==> src/hw/rtl/jfa_pkg.sv <==
`timescale 1ns / 1ps
// ----------------------------------------------------------------------------
// jfa_pkg: shared types and constants
// Frame markers, calibration reset values, the sequencer state type and the
// control bundle that the sequencer drives into each axis unit.
// ----------------------------------------------------------------------------
package jfa_pkg;

    localparam int unsigned WIN_KEEP   = 5;
    localparam int unsigned FILL_W     = 3;
    localparam int unsigned DIV_STEPS  = 15;
    localparam int unsigned CNT_W      = 4;

    localparam logic [7:0] FRAME_HEAD    = 8'hFF;
    localparam logic [7:0] FRAME_TAIL    = 8'hFE;
    localparam logic [7:0] CAL_MARGIN    = 8'd8;
    localparam logic [7:0] CAL_MAX_RST   = 8'd192;
    localparam logic [7:0] CAL_MID_RST   = 8'd128;
    localparam logic [7:0] CAL_MIN_RST   = 8'd64;
    localparam logic [7:0] DEAD_ZONE_RST = 8'd10;

    localparam logic [14:0] QUO_POS_MAX = 15'd127;
    localparam logic [14:0] QUO_NEG_MAX = 15'd128;
    localparam logic [7:0]  AXIS_POS_LIM = 8'h7F;
    localparam logic [7:0]  AXIS_NEG_LIM = 8'h80;

    // Register index of the dead zone register.
    localparam logic REG_DEAD_ZONE = 1'b0;

    typedef enum logic [1:0] {
        S_IDLE,
        S_SETUP,
        S_DIV,
        S_DONE
    } state_t;

    typedef struct packed {
        logic cal;    // latch raw sample and extend calibration
        logic setup;  // load the divider operands
        logic step;   // one restoring division step
    } axis_ctl_t;

endpackage

==> src/hw/rtl/joystick_frame_autocal_axes.sv <==
`timescale 1ns / 1ps
// ----------------------------------------------------------------------------
// joystick_frame_autocal_axes: stick frame parser with axis auto-calibration
// Finds 6-byte frames in a byte stream and gives one calibrated, dead-zoned
// X/Y result per frame.
// ----------------------------------------------------------------------------
// Usage:
// Bytes enter on rx_byte with in_valid/in_ready; results leave on
// x_axis/y_axis with out_valid/out_ready. A request on either channel is
// taken when valid and ready are both high. The dead zone register sits at
// APB byte address 0 and resets to 10.
// A byte that does not close a frame is taken and in_ready stays high. A
// byte that closes a frame starts the axis work: the divider is loaded,
// then the bit-serial divider runs, shared by nothing else (both axes
// run side by side), then the output register is loaded. The result then
// becomes valid and in_ready returns together with it; no new byte is
// taken while a frame is being worked on.
// The output register holds a result while out_ready is low; the block then
// waits in its final step until the register frees up.
// Reset empties the byte window, restores the calibration to 64/128/192 and
// clears out_valid.
// ----------------------------------------------------------------------------
module joystick_frame_autocal_axes
(
    input  logic              clk,
    input  logic              rst_n,
    input  logic              in_valid,
    output logic              in_ready,
    input  logic [7:0]        rx_byte,
    output logic              out_valid,
    input  logic              out_ready,
    output logic signed [7:0] x_axis,
    output logic signed [7:0] y_axis,
    input  logic              psel,
    input  logic              penable,
    input  logic              pwrite,
    input  logic [2:0]        paddr,
    input  logic [31:0]       pwdata,
    output logic [31:0]       prdata,
    output logic              pready
);
    import jfa_pkg::*;

    state_t           state_reg;
    state_t           state_next;
    logic [CNT_W-1:0] cnt_reg;
    logic [CNT_W-1:0] cnt_next;
    logic             out_valid_reg;
    logic             out_valid_next;
    logic [7:0]       x_axis_reg;
    logic [7:0]       y_axis_reg;
    logic [7:0]       dead_zone_reg;

    logic             in_fire;
    logic             hit;
    logic [7:0]       raw_x;
    logic [7:0]       raw_y;
    logic             load_out;
    logic signed [7:0] x_val;
    logic signed [7:0] y_val;
    axis_ctl_t        ctl;

    assign in_ready  = (state_reg == S_IDLE);
    assign in_fire   = in_valid && in_ready;
    assign out_valid = out_valid_reg;
    assign x_axis    = x_axis_reg;
    assign y_axis    = y_axis_reg;

    // Configuration port.
    assign pready = 1'b1;
    assign prdata = (paddr[2] == REG_DEAD_ZONE) ? {24'd0, dead_zone_reg} : 32'd0;

    always_ff @(posedge clk or negedge rst_n)
    begin
        if (!rst_n)
        begin
            dead_zone_reg <= DEAD_ZONE_RST;
        end
        else if (psel && penable && pwrite && pready && (paddr[2] == REG_DEAD_ZONE))
        begin
            dead_zone_reg <= pwdata[7:0];
        end
    end

    jfa_window u_window
    (
        .clk     (clk),
        .rst_n   (rst_n),
        .push    (in_fire),
        .rx_byte (rx_byte),
        .hit     (hit),
        .raw_x   (raw_x),
        .raw_y   (raw_y)
    );

    jfa_axis u_axis_x
    (
        .clk       (clk),
        .rst_n     (rst_n),
        .ctl       (ctl),
        .raw       (raw_x),
        .dead_zone (dead_zone_reg),
        .value     (x_val)
    );

    jfa_axis u_axis_y
    (
        .clk       (clk),
        .rst_n     (rst_n),
        .ctl       (ctl),
        .raw       (raw_y),
        .dead_zone (dead_zone_reg),
        .value     (y_val)
    );

    always_comb
    begin
        state_next     = state_reg;
        cnt_next       = cnt_reg;
        ctl            = '0;
        load_out       = 1'b0;
        out_valid_next = out_valid_reg && !out_ready;
        unique case (state_reg)
            S_IDLE:
            begin
                if (in_fire && hit)
                begin
                    ctl.cal    = 1'b1;
                    state_next = S_SETUP;
                end
            end
            S_SETUP:
            begin
                ctl.setup  = 1'b1;
                cnt_next   = '0;
                state_next = S_DIV;
            end
            S_DIV:
            begin
                ctl.step = 1'b1;
                cnt_next = cnt_reg + CNT_W'(1);
                if (cnt_reg == CNT_W'(DIV_STEPS - 1))
                begin
                    state_next = S_DONE;
                end
            end
            S_DONE:
            begin
                if (!out_valid_reg || out_ready)
                begin
                    load_out       = 1'b1;
                    out_valid_next = 1'b1;
                    state_next     = S_IDLE;
                end
            end
            default:
            begin
                state_next = S_IDLE;
            end
        endcase
    end

    always_ff @(posedge clk or negedge rst_n)
    begin
        if (!rst_n)
        begin
            state_reg     <= S_IDLE;
            cnt_reg       <= '0;
            out_valid_reg <= 1'b0;
        end
        else
        begin
            state_reg     <= state_next;
            cnt_reg       <= cnt_next;
            out_valid_reg <= out_valid_next;
        end
    end

    always_ff @(posedge clk)
    begin
        if (load_out)
        begin
            x_axis_reg <= x_val;
            y_axis_reg <= y_val;
        end
    end

    a_frame_starts: assert property (@(posedge clk) disable iff (!rst_n)
        (in_fire && hit) |=> (state_reg == S_SETUP))
        else $error("frame did not start the axis work");

    a_plain_byte: assert property (@(posedge clk) disable iff (!rst_n)
        (in_fire && !hit) |=> (state_reg == S_IDLE))
        else $error("non-frame byte left the idle state");

    a_div_count: assert property (@(posedge clk) disable iff (!rst_n)
        (state_reg == S_DIV) |-> (cnt_reg < CNT_W'(DIV_STEPS)))
        else $error("divider step count overran");

    a_no_overwrite: assert property (@(posedge clk) disable iff (!rst_n)
        load_out |-> (!out_valid_reg || out_ready))
        else $error("pending result overwritten");

endmodule

==> src/hw/rtl/jfa_window.sv <==
`timescale 1ns / 1ps
// ----------------------------------------------------------------------------
// jfa_window: byte window and frame detector
// Keeps the last five received bytes and flags a frame when the oldest byte
// is the head marker and the incoming byte is the tail marker.
// ----------------------------------------------------------------------------
module jfa_window
(
    input  logic       clk,
    input  logic       rst_n,
    input  logic       push,
    input  logic [7:0] rx_byte,
    output logic       hit,
    output logic [7:0] raw_x,
    output logic [7:0] raw_y
);
    import jfa_pkg::*;

    logic [7:0]        win_reg  [WIN_KEEP];
    logic [7:0]        win_next [WIN_KEEP];
    logic [FILL_W-1:0] fill_reg;
    logic [FILL_W-1:0] fill_next;
    logic              full;

    assign full  = (fill_reg == FILL_W'(WIN_KEEP));
    assign hit   = full && (win_reg[0] == FRAME_HEAD) && (rx_byte == FRAME_TAIL);
    assign raw_x = win_reg[3];
    assign raw_y = win_reg[4];

    always_comb
    begin
        win_next  = win_reg;
        fill_next = fill_reg;
        if (push)
        begin
            if (!full)
            begin
                win_next[fill_reg] = rx_byte;
                fill_next          = fill_reg + FILL_W'(1);
            end
            else if (hit)
            begin
                for (int i = 0; i < WIN_KEEP; i++)
                begin
                    win_next[i] = 8'd0;
                end
                fill_next = '0;
            end
            else
            begin
                for (int i = 0; i < WIN_KEEP - 1; i++)
                begin
                    win_next[i] = win_reg[i+1];
                end
                win_next[WIN_KEEP-1] = rx_byte;
            end
        end
    end

    always_ff @(posedge clk or negedge rst_n)
    begin
        if (!rst_n)
        begin
            for (int i = 0; i < WIN_KEEP; i++)
            begin
                win_reg[i] <= 8'd0;
            end
            fill_reg <= '0;
        end
        else
        begin
            win_reg  <= win_next;
            fill_reg <= fill_next;
        end
    end

    a_fill_range: assert property (@(posedge clk) disable iff (!rst_n)
        fill_reg <= FILL_W'(WIN_KEEP))
        else $error("window fill count out of range");

    a_hit_clears: assert property (@(posedge clk) disable iff (!rst_n)
        (push && hit) |=> (fill_reg == '0))
        else $error("window not emptied after a frame");

    a_grow: assert property (@(posedge clk) disable iff (!rst_n)
        (push && !full) |=> (fill_reg == $past(fill_reg) + FILL_W'(1)))
        else $error("window fill did not advance");

endmodule

==> src/hw/rtl/jfa_axis.sv <==
`timescale 1ns / 1ps
// ----------------------------------------------------------------------------
// jfa_axis: one axis of calibration and scaling
// Extends the min/mid/max calibration, then scales the sample against the
// half-range with a bit-serial restoring divider, one quotient bit a cycle.
// ----------------------------------------------------------------------------
module jfa_axis
(
    input  logic                clk,
    input  logic                rst_n,
    input  jfa_pkg::axis_ctl_t  ctl,
    input  logic [7:0]          raw,
    input  logic [7:0]          dead_zone,
    output logic signed [7:0]   value
);
    import jfa_pkg::*;

    logic [7:0]  max_reg;
    logic [7:0]  mid_reg;
    logic [7:0]  min_reg;
    logic [7:0]  max_next;
    logic [7:0]  mid_next;
    logic [7:0]  min_next;
    logic [7:0]  raw_reg;
    logic [7:0]  div_reg;
    logic [7:0]  rem_reg;
    logic [14:0] num_reg;
    logic [14:0] q_reg;
    logic        neg_reg;
    logic        zero_reg;

    logic        ext_up;
    logic        ext_dn;
    logic [7:0]  raw_lo;
    logic [8:0]  raw_hi;
    logic [8:0]  cal_sum;
    logic [8:0]  trial;
    logic [8:0]  trial_sub;
    logic        fits;
    logic        below_dz;

    // Calibration extension from the incoming sample.
    assign raw_lo  = raw - CAL_MARGIN;
    assign raw_hi  = {1'b0, raw} + {1'b0, CAL_MARGIN};
    assign ext_up  = (raw >= CAL_MARGIN) && (raw_lo > max_reg);
    assign ext_dn  = (raw_hi < {1'b0, min_reg});

    always_comb
    begin
        max_next = ext_up ? raw_lo : max_reg;
        min_next = ext_dn ? raw_hi[7:0] : min_reg;
        cal_sum  = {1'b0, max_next} + {1'b0, min_next};
        mid_next = (ext_up || ext_dn) ? cal_sum[8:1] : mid_reg;
    end

    always_ff @(posedge clk or negedge rst_n)
    begin
        if (!rst_n)
        begin
            max_reg <= CAL_MAX_RST;
            mid_reg <= CAL_MID_RST;
            min_reg <= CAL_MIN_RST;
        end
        else if (ctl.cal)
        begin
            max_reg <= max_next;
            mid_reg <= mid_next;
            min_reg <= min_next;
        end
    end

    // Restoring division step: shift in one numerator bit, subtract if it fits.
    assign trial     = {rem_reg, num_reg[14]};
    assign trial_sub = trial - {1'b0, div_reg};
    assign fits      = (trial >= {1'b0, div_reg});

    always_ff @(posedge clk)
    begin
        if (ctl.cal)
        begin
            raw_reg <= raw;
        end
        if (ctl.setup)
        begin
            rem_reg <= 8'd0;
            q_reg   <= 15'd0;
            if ((raw_reg > mid_reg) && (max_reg > mid_reg))
            begin
                num_reg  <= {raw_reg - mid_reg, 7'd0};
                div_reg  <= max_reg - mid_reg;
                neg_reg  <= 1'b0;
                zero_reg <= 1'b0;
            end
            else if ((raw_reg < mid_reg) && (mid_reg > min_reg))
            begin
                num_reg  <= {mid_reg - raw_reg, 7'd0};
                div_reg  <= mid_reg - min_reg;
                neg_reg  <= 1'b1;
                zero_reg <= 1'b0;
            end
            else
            begin
                num_reg  <= 15'd0;
                div_reg  <= 8'd1;
                neg_reg  <= 1'b0;
                zero_reg <= 1'b1;
            end
        end
        else if (ctl.step)
        begin
            rem_reg <= fits ? trial_sub[7:0] : trial[7:0];
            num_reg <= {num_reg[13:0], 1'b0};
            q_reg   <= {q_reg[13:0], fits};
        end
    end

    // Dead zone first, then the clamp.
    assign below_dz = (q_reg < {7'd0, dead_zone});

    always_comb
    begin
        if (zero_reg || below_dz)
        begin
            value = 8'sd0;
        end
        else if (!neg_reg)
        begin
            value = (q_reg > QUO_POS_MAX) ? AXIS_POS_LIM : q_reg[7:0];
        end
        else
        begin
            value = (q_reg > QUO_NEG_MAX) ? AXIS_NEG_LIM : (~q_reg[7:0] + 8'd1);
        end
    end

    a_cal_order: assert property (@(posedge clk) disable iff (!rst_n)
        (min_reg <= mid_reg) && (mid_reg <= max_reg))
        else $error("calibration points out of order");

    a_cal_quiet: assert property (@(posedge clk) disable iff (!rst_n)
        !ctl.cal |=> $stable(max_reg) && $stable(min_reg) && $stable(mid_reg))
        else $error("calibration changed outside a frame");

    a_one_ctl: assert property (@(posedge clk) disable iff (!rst_n)
        $onehot0({ctl.cal, ctl.setup, ctl.step}))
        else $error("overlapping axis control");

endmodule
==> config.mk <==
export PLATFORM = sky130hd
export DESIGN_NAME = joystick_frame_autocal_axes
export DESIGN_NICKNAME = d
export VERILOG_FILES = /design/src/hw/rtl/jfa_pkg.sv /design/src/hw/rtl/joystick_frame_autocal_axes.sv /design/src/hw/rtl/jfa_window.sv /design/src/hw/rtl/jfa_axis.sv
export SDC_FILE = /design/constraint.sdc
export NUM_CORES = 1
export LEC_CHECK = 0
export ABC_AREA = 1
export BUFFER_PORTS_ARGS = -buffer_cell sky130_fd_sc_hd__buf_4
export CORE_ASPECT_RATIO = 0.75
export CORE_MARGIN = 2
export CORE_UTILIZATION = 50
export DETAILED_ROUTE_END_ITERATION = 8
export PLACE_DENSITY = 0.67
export SLEW_MARGIN = 10
export SYNTH_ARGS = -nofsm -noshare
export SYNTH_HDL_FRONTEND = slang
export SYNTH_SLANG_ARGS = --single-unit
==> constraint.sdc <==
create_clock -name clk -period 7.7 [get_ports clk]
set_clock_uncertainty 0.05 [all_clocks]
set_input_delay 0.385 -clock clk [delete_from_list [all_inputs] [get_ports clk]]
set_output_delay 0.385 -clock clk [all_outputs]
set_load 0.02 [all_outputs]
=== Word-level counts from Yosys, hierarchy flattened ===
Cells that the tools add are included.

* Output and inout port bits: 51
* Bits in registers: 234

* Bitwise gates (word level): 4
* Reduce and logical (&&, ||, !) cells: 29
* $lt $le $gt $ge: 24
* Equal/unequal tests: 11
* Add/subtract/negate cells: 20
* Muxes and demuxes: 49

{| class="wikitable"
|+ Operators by type and width
! cell !! count
|-
| $mux 8 || 18
|-
| $mux 15 || 8
|-
| $mux 40 || 2
|-
| $sub 8x8->8 || 10
|-
| $gt 8x8->1 || 8
|-
| $bwmux 40 || 1
|-
| $gt 15x7->1 const B || 2
|-
| $gt 15x8->1 const B || 2
|-
| $lt 15x8->1 || 2
|-
| $demux 8 s3 || 1
|-
| $add 8x4->9 const B || 2
|-
| $add 8x8->9 || 2
|-
| $ge 9x8->1 || 2
|-
| $lt 9x8->1 || 2
|-
| $add 8x1->8 const B || 2
|-
| $eq 8x8->1 const B || 2
|-
| $ge 8x4->1 const B || 2
|-
| $lt 8x8->1 || 2
|-
| $not 8->8 || 2
|-
| $sub 8x4->8 const B || 2
|-
| $logic_and 1x1->1 || 15
|-
| $mux 1 || 12
|-
| $pmux 2 s4 || 1
|-
| $pmux 4 s2 || 1
|-
| other kinds (20) || 34
|}

=== Longest topological paths before layout ===
* Depth after elaboration: 7
* Depth in mapped cells: 25

=== Hierarchy ===
A second synthesis with hierarchy kept.

* Cell total of the unflattened synthesis: 1923
* Area total of the unflattened synthesis: 15767.6 um2

{| class="wikitable"
|+ Modules (own cells, without submodules)
! module !! sequential area each (um2) !! cells an instance !! instances !! area an instance (um2)
|-
| jfa_axis (u_axis_y) || 1846.8 || 759 || 1 || 5950.7
|-
| jfa_axis (u_axis_x) || 1846.8 || 745 || 1 || 5894.4
|-
| jfa_window || 1076.0 || 281 || 1 || 2406.1
|-
| joystick_frame_autocal_axes || 858.3 || 138 || 1 || 1516.5
|}

=== Least setup slack after synthesis ===
OpenSTA, ideal clock, no wires.

* Path type: register to register
* Start: reg u_window.win_reg, in the netlist u_window.raw_y[3]
* End: reg u_axis_y.mid_reg[7]
* Cell stages (with the launch flop): 22
* Clock period less this slack: 3.524 ns
* Data required time: 7.565 ns
* Data arrival time: 3.389 ns
* Path buffers: 1
* Setup slack: 4.176 ns
* Cells stage by stage: dfrtp_1 -> inv_1 -> ha_1 -> nand3_1 -> xor2_1 -> ha_1 -> nand2_1 -> nor2_1 -> nand4_1 -> nand2_1 -> inv_1 -> nand2_1 -> clkbuf_1 -> o21ai_0 -> fa_1 -> nand3_1 -> nand2_1 -> a21o_1 -> a21oi_1 -> nor2_1 -> o21ai_0 -> a22oi_1

* Word-level cells in the longest chain between the ends: 5
* Elaborated cells between the ends (all ways): 11
* Those cells by class: add/sub (3); order compare (3); mux (2); reduce/logical (3)

{| class="wikitable"
|+ Ends and longest elaborated chain
! what !! RTL line !! RTL
|-
| from (decl) || jfa_window.sv:19 || <nowiki>logic [7:0] win_reg [WIN_KEEP];</nowiki>
|-
| from (signal assigned) || jfa_window.sv:72 || <nowiki>win_reg <= win_next;</nowiki>
|-
| $sub 8x4->8 || jfa_axis.sv:43 || <nowiki>assign raw_lo = raw - CAL_MARGIN;</nowiki>
|-
| $gt 8x8->1 || jfa_axis.sv:45 || <nowiki>assign ext_up = (raw >= CAL_MARGIN) && (raw_lo > max_reg);</nowiki>
|-
| $logic_and 1x1->1 * || jfa_axis.sv:45 ||
|-
| $mux 8 * || jfa_axis.sv:50 || <nowiki>max_next = ext_up ? raw_lo : max_reg;</nowiki>
|-
| named net u_axis_y.max_next[1] || jfa_axis.sv:21 || <nowiki>logic [7:0] max_next;</nowiki>
|-
| $add 8x8->9 * || jfa_axis.sv:52 || <nowiki>cal_sum = {1'b0, max_next} + {1'b0, min_next};</nowiki>
|-
| to (signal assigned) || jfa_axis.sv:67 || <nowiki>mid_reg <= mid_next;</nowiki>
|-
| to (decl) || jfa_axis.sv:19 || <nowiki>logic [7:0] mid_reg;</nowiki>
|}

Mark *: on every way through the listed nets, which the timed path passes. The rest lies on a longest branch.
A chain may end at the register's enable or synchronous reset.

=== Worst setup path after layout ===
* Start: reg u_window.win_reg, in the netlist u_window.raw_x[3]
* End: reg u_axis_x.mid_reg[7]

* Elaborated cells between the ends (all ways): 11
* Those cells by class: add/sub (3); order compare (3); mux (2); reduce/logical (3)

{| class="wikitable"
|+ RTL lines
! what !! RTL line !! RTL
|-
| $add 8x4->9 || jfa_axis.sv:44 || <nowiki>assign raw_hi = {1'b0, raw} + {1'b0, CAL_MARGIN};</nowiki>
|-
| $lt 9x8->1 || jfa_axis.sv:46 || <nowiki>assign ext_dn = (raw_hi < {1'b0, min_reg});</nowiki>
|-
| $mux 8 || jfa_axis.sv:51 || <nowiki>min_next = ext_dn ? raw_hi[7:0] : min_reg;</nowiki>
|-
| named net u_axis_x.min_next[1] || jfa_axis.sv:23 || <nowiki>logic [7:0] min_next;</nowiki>
|-
| $add 8x8->9 || jfa_axis.sv:52 ||
|-
| to (signal assigned) || jfa_axis.sv:67 ||
|-
| to (decl) || jfa_axis.sv:19 ||
|}

The timed path passes the listed nets, and every way through them passes these cells.

==> summary.txt <==
post-CTS setup buffer count = 0
fraction of registers with async set/reset = 0.4818
Top Ports = 101
initial antenna violation count = 0
Startpoint Class = flop
initial drt markers = 940
total die area = 31260 um2
f_max = 232.4 MHz
element type at the critical path end = flop
Starting Density = 0.5101
GP Congestion = 0.9033
Mapped Cells = 1913
post-synth top area cell = dfrtp_1
pin count of the biggest net entering global routing = 57
synthesized flop and latch total = 220
fin crit share = 0.5588
Slew @ Worst Pin = 1.029 ns
Fin Setup TNS = 0 ns
final-report setup violation count = 0
CTS tree = built
outcome = completed
Die Span Y = 153.6 um
post-CTS sizing = 0
wire length per cell = 15.30 um
DR pass1 iterations = 5
clock sink count = 220
vias in the first global route = 11.91k
cell row count = 54
max reg flops = 24
Clock Tree Buf Depth = 3
area fraction of the dominant cell type after synthesis = 0.1610
mapped cell area = 14920 um2
sequential-to-total area share from yosys stat = 0.3771
leakage power = 7.913 nW
critical path fanouts, max = 15
Tot GR Track Use = 0.2315
Avg Inst Size Synth = 7.802 um2
XOR/XNOR share of the synthesized area = 0.03580
WL final = 36010 um
Core Region = 29260 um2
PD cells = 369.0 nW/um2
Skew-Pair Late Insertion Delay = 0.54 ns
H-tree depth = 1
critical path type = reg -> reg
share of layout cells above drive strength 1 = 0.06578
Peak VDD IR = 0.0002415 V
post-synthesis mux area share = 0
predominant post-synthesis flop cell = dfrtp_1
largest family of logic cells by synthesized area = simple AND/OR/NAND/NOR gates
WP data required = 8.09 ns
Hold Buf Count CTS = 1
final net count = 2155
first-pass GRT wire length = 59220 um
worst hold-check path type = in -> reg
relative slew slack = 0.3141
Synth warnings = 0
diode count = 0
Routed Antenna Nets = 0
Slew Viols, Final = 0
Placed Cells = 2308
Post-Synth Simple-Gate Area = 0.1899
compound-cell area share of the yosys netlist = 0.1586
maxcap violations = 0
Layout Cells excl Fill = 2353
Cell variety after synth = 51
via count = 12.66k
RSZ-0062 raised after global routing = no
vias per cell = 5.381
post-DP HPWL = 26680 um
Post-synth EDFFs = 68
Synth Area in Adders = 0.1419
Final Hold Viols = 0
total gr overflow = 0
clock buffer count from CTS = 24
I/O Buffers = 49
Chip Width = 203.5 um
DRC violations left = 0
CP Data Arrival Time = 4.70 ns
top cells by area, synth = dfrtp_1 16%, edfxtp_1 14%, ha_1 13%
clk slew on worst S/H paths = 0.07 ns
area delta synth->final = 9.691%
min cycle time layout = 4.303 ns
Root Driver = clkbuf_16
==> cell type report <==
class / instances / area [um2]
Multi-Input combinational cell: 1366 / 7953
Inverter: 274 / 1028
Clock inverter: 15 / 170.2
Timing Repair Buffer: 57 / 430.4
Clock buffer: 29 / 670.6
Fill cell: 2676 / 12880
Tap cell: 392 / 490.5
Sequential cell: 220 / 5628
==> worst max-delay path: stages, from the launching register on <==
cell and delay, ns:
dfrtp_1 0.57, ha_1 0.25, nand3_1 0.09, xor2_1 0.18
ha_1 0.31, a21oi_1 0.16, nand2_1 0.06, nor2_1 0.18
nand2_1 0.33, o21ai_0 0.43, inv_1 0.11, fa_1 0.47
o21ai_0 0.36, a21o_1 0.17, a21oi_1 0.08, nor2_1 0.12
o21ai_0 0.09, a22oi_1 0.18
==> per-stage QoR <==
stage | area [um2] | power [mW] | hold WS [ns] | setup slack [ns] | utilization
after floorplan | 15010 | 4.068 | 0.03941 | 4.176 | -
after global placement | 15520 | 4.690 | 0.4057 | 3.532 | 0.5305
after detailed placement | 15520 | 4.789 | 0.4196 | 3.455 | 0.5305
after CTS | 16370 | 6.042 | 0.02867 | 3.424 | 0.5596
after global routing | 16370 | 6.592 | 0.05340 | 2.899 | 0.5596
final | 16370 | 6.040 | 0.05126 | 3.397 | 0.5596
==> power breakdown <==
part           switching [mW]  total (mW)  internal, mW
logic                    1.84        2.86          1.02
clock network           0.501        1.23         0.726
registers               0.322        1.95          1.63
total                    2.66        6.04          3.38
==> cells by family after synthesis <==
family / after synthesis
and+or+nand+nor: 690
AOI/OAI and AO/OA: 428
buffers and inverters: 350
DFF: 220
adders and majority gates: 162
xor gates and xnor gates: 61
other: 2
==> synthesized netlist by cell type, types with 5 or more instances <==
library cell  instances
nand2_1             387
inv_1               267
nor2_1              172
o21ai_0             171
ha_1                150
a21oi_1             147
dfrtp_1              96
edfxtp_1             68
nand3_1              61
dfxtp_1              46
xor2_1               45
a31oi_1              44
clkbuf_1             31
buf_4                27
nor3_1               27
nand4_1              20
xnor2_1              16
buf_2                13
fa_1                 12
dfstp_2              10
o22ai_1              10
o211ai_1              8
a211oi_1              7
a21o_1                7
a22oi_1               5
inv_2                 5
or2_2                 5
==> per-layer routing <==
metal	part of all wire	vias up	GRT usage	routed length (um)
li1	-	6373	-	-
met1	0.50	5933	0.3431	17880
met2	0.44	320	0.3641	15680
met3	0.054	35	0.03052	1937
met4	0.014	0	0.04345	510
met5	0	-	0	0
==> worst paths after layout <==
kind                                                  start                                to  slack, ns  depth (start not counted)
setup / recovery              u_window.raw_x[3]$_DFFE_PN0P_   u_axis_x.mid_reg[7]$_DFFE_PN1P_       3.40                         17
hold / removal                                    pwdata[7]      dead_zone_reg[7]$_DFFE_PN0P_       0.05                          3
setup reg to reg              u_window.raw_x[3]$_DFFE_PN0P_   u_axis_x.mid_reg[7]$_DFFE_PN1P_       3.40                         17
hold reg to reg            u_axis_x.rem_reg[7]$_SDFFE_PN0P_  u_axis_x.rem_reg[7]$_SDFFE_PN0P_       0.42                          2
max in group asynchronous                             rst_n   u_axis_y.min_reg[3]$_DFFE_PN0P_       6.02                          3
min in group asynchronous                             rst_n  u_window.win_reg[35]$_DFFE_PN0P_       0.40                          2
==> cell usage in the layout, fill, tap and decap left out, types with 4 or more instances in the layout <==
master      instances
nand2_1           387
inv_1             267
nor2_1            172
o21ai_0           171
ha_1              149
a21oi_1           146
dfrtp_1            96
edfxtp_1           68
nand3_1            61
buf_4              56
dfxtp_1            46
xor2_1             45
a31oi_1            44
nor3_1             27
conb_1             25
clkbuf_16          25
nand4_1            20
xnor2_1            16
fa_1               12
o22ai_1            10
dfstp_2            10
o211ai_1            8
a21o_1              7
a211oi_1            7
inv_2               5
a22oi_1             5
or2_2               5
and3_1              4
o21ai_1             4
nand3b_1            4
o32ai_1             4
o31ai_1             4
clkinv_2            4
clkinvlp_4          4
Note: power is estimated with default switching activity, not from simulation.
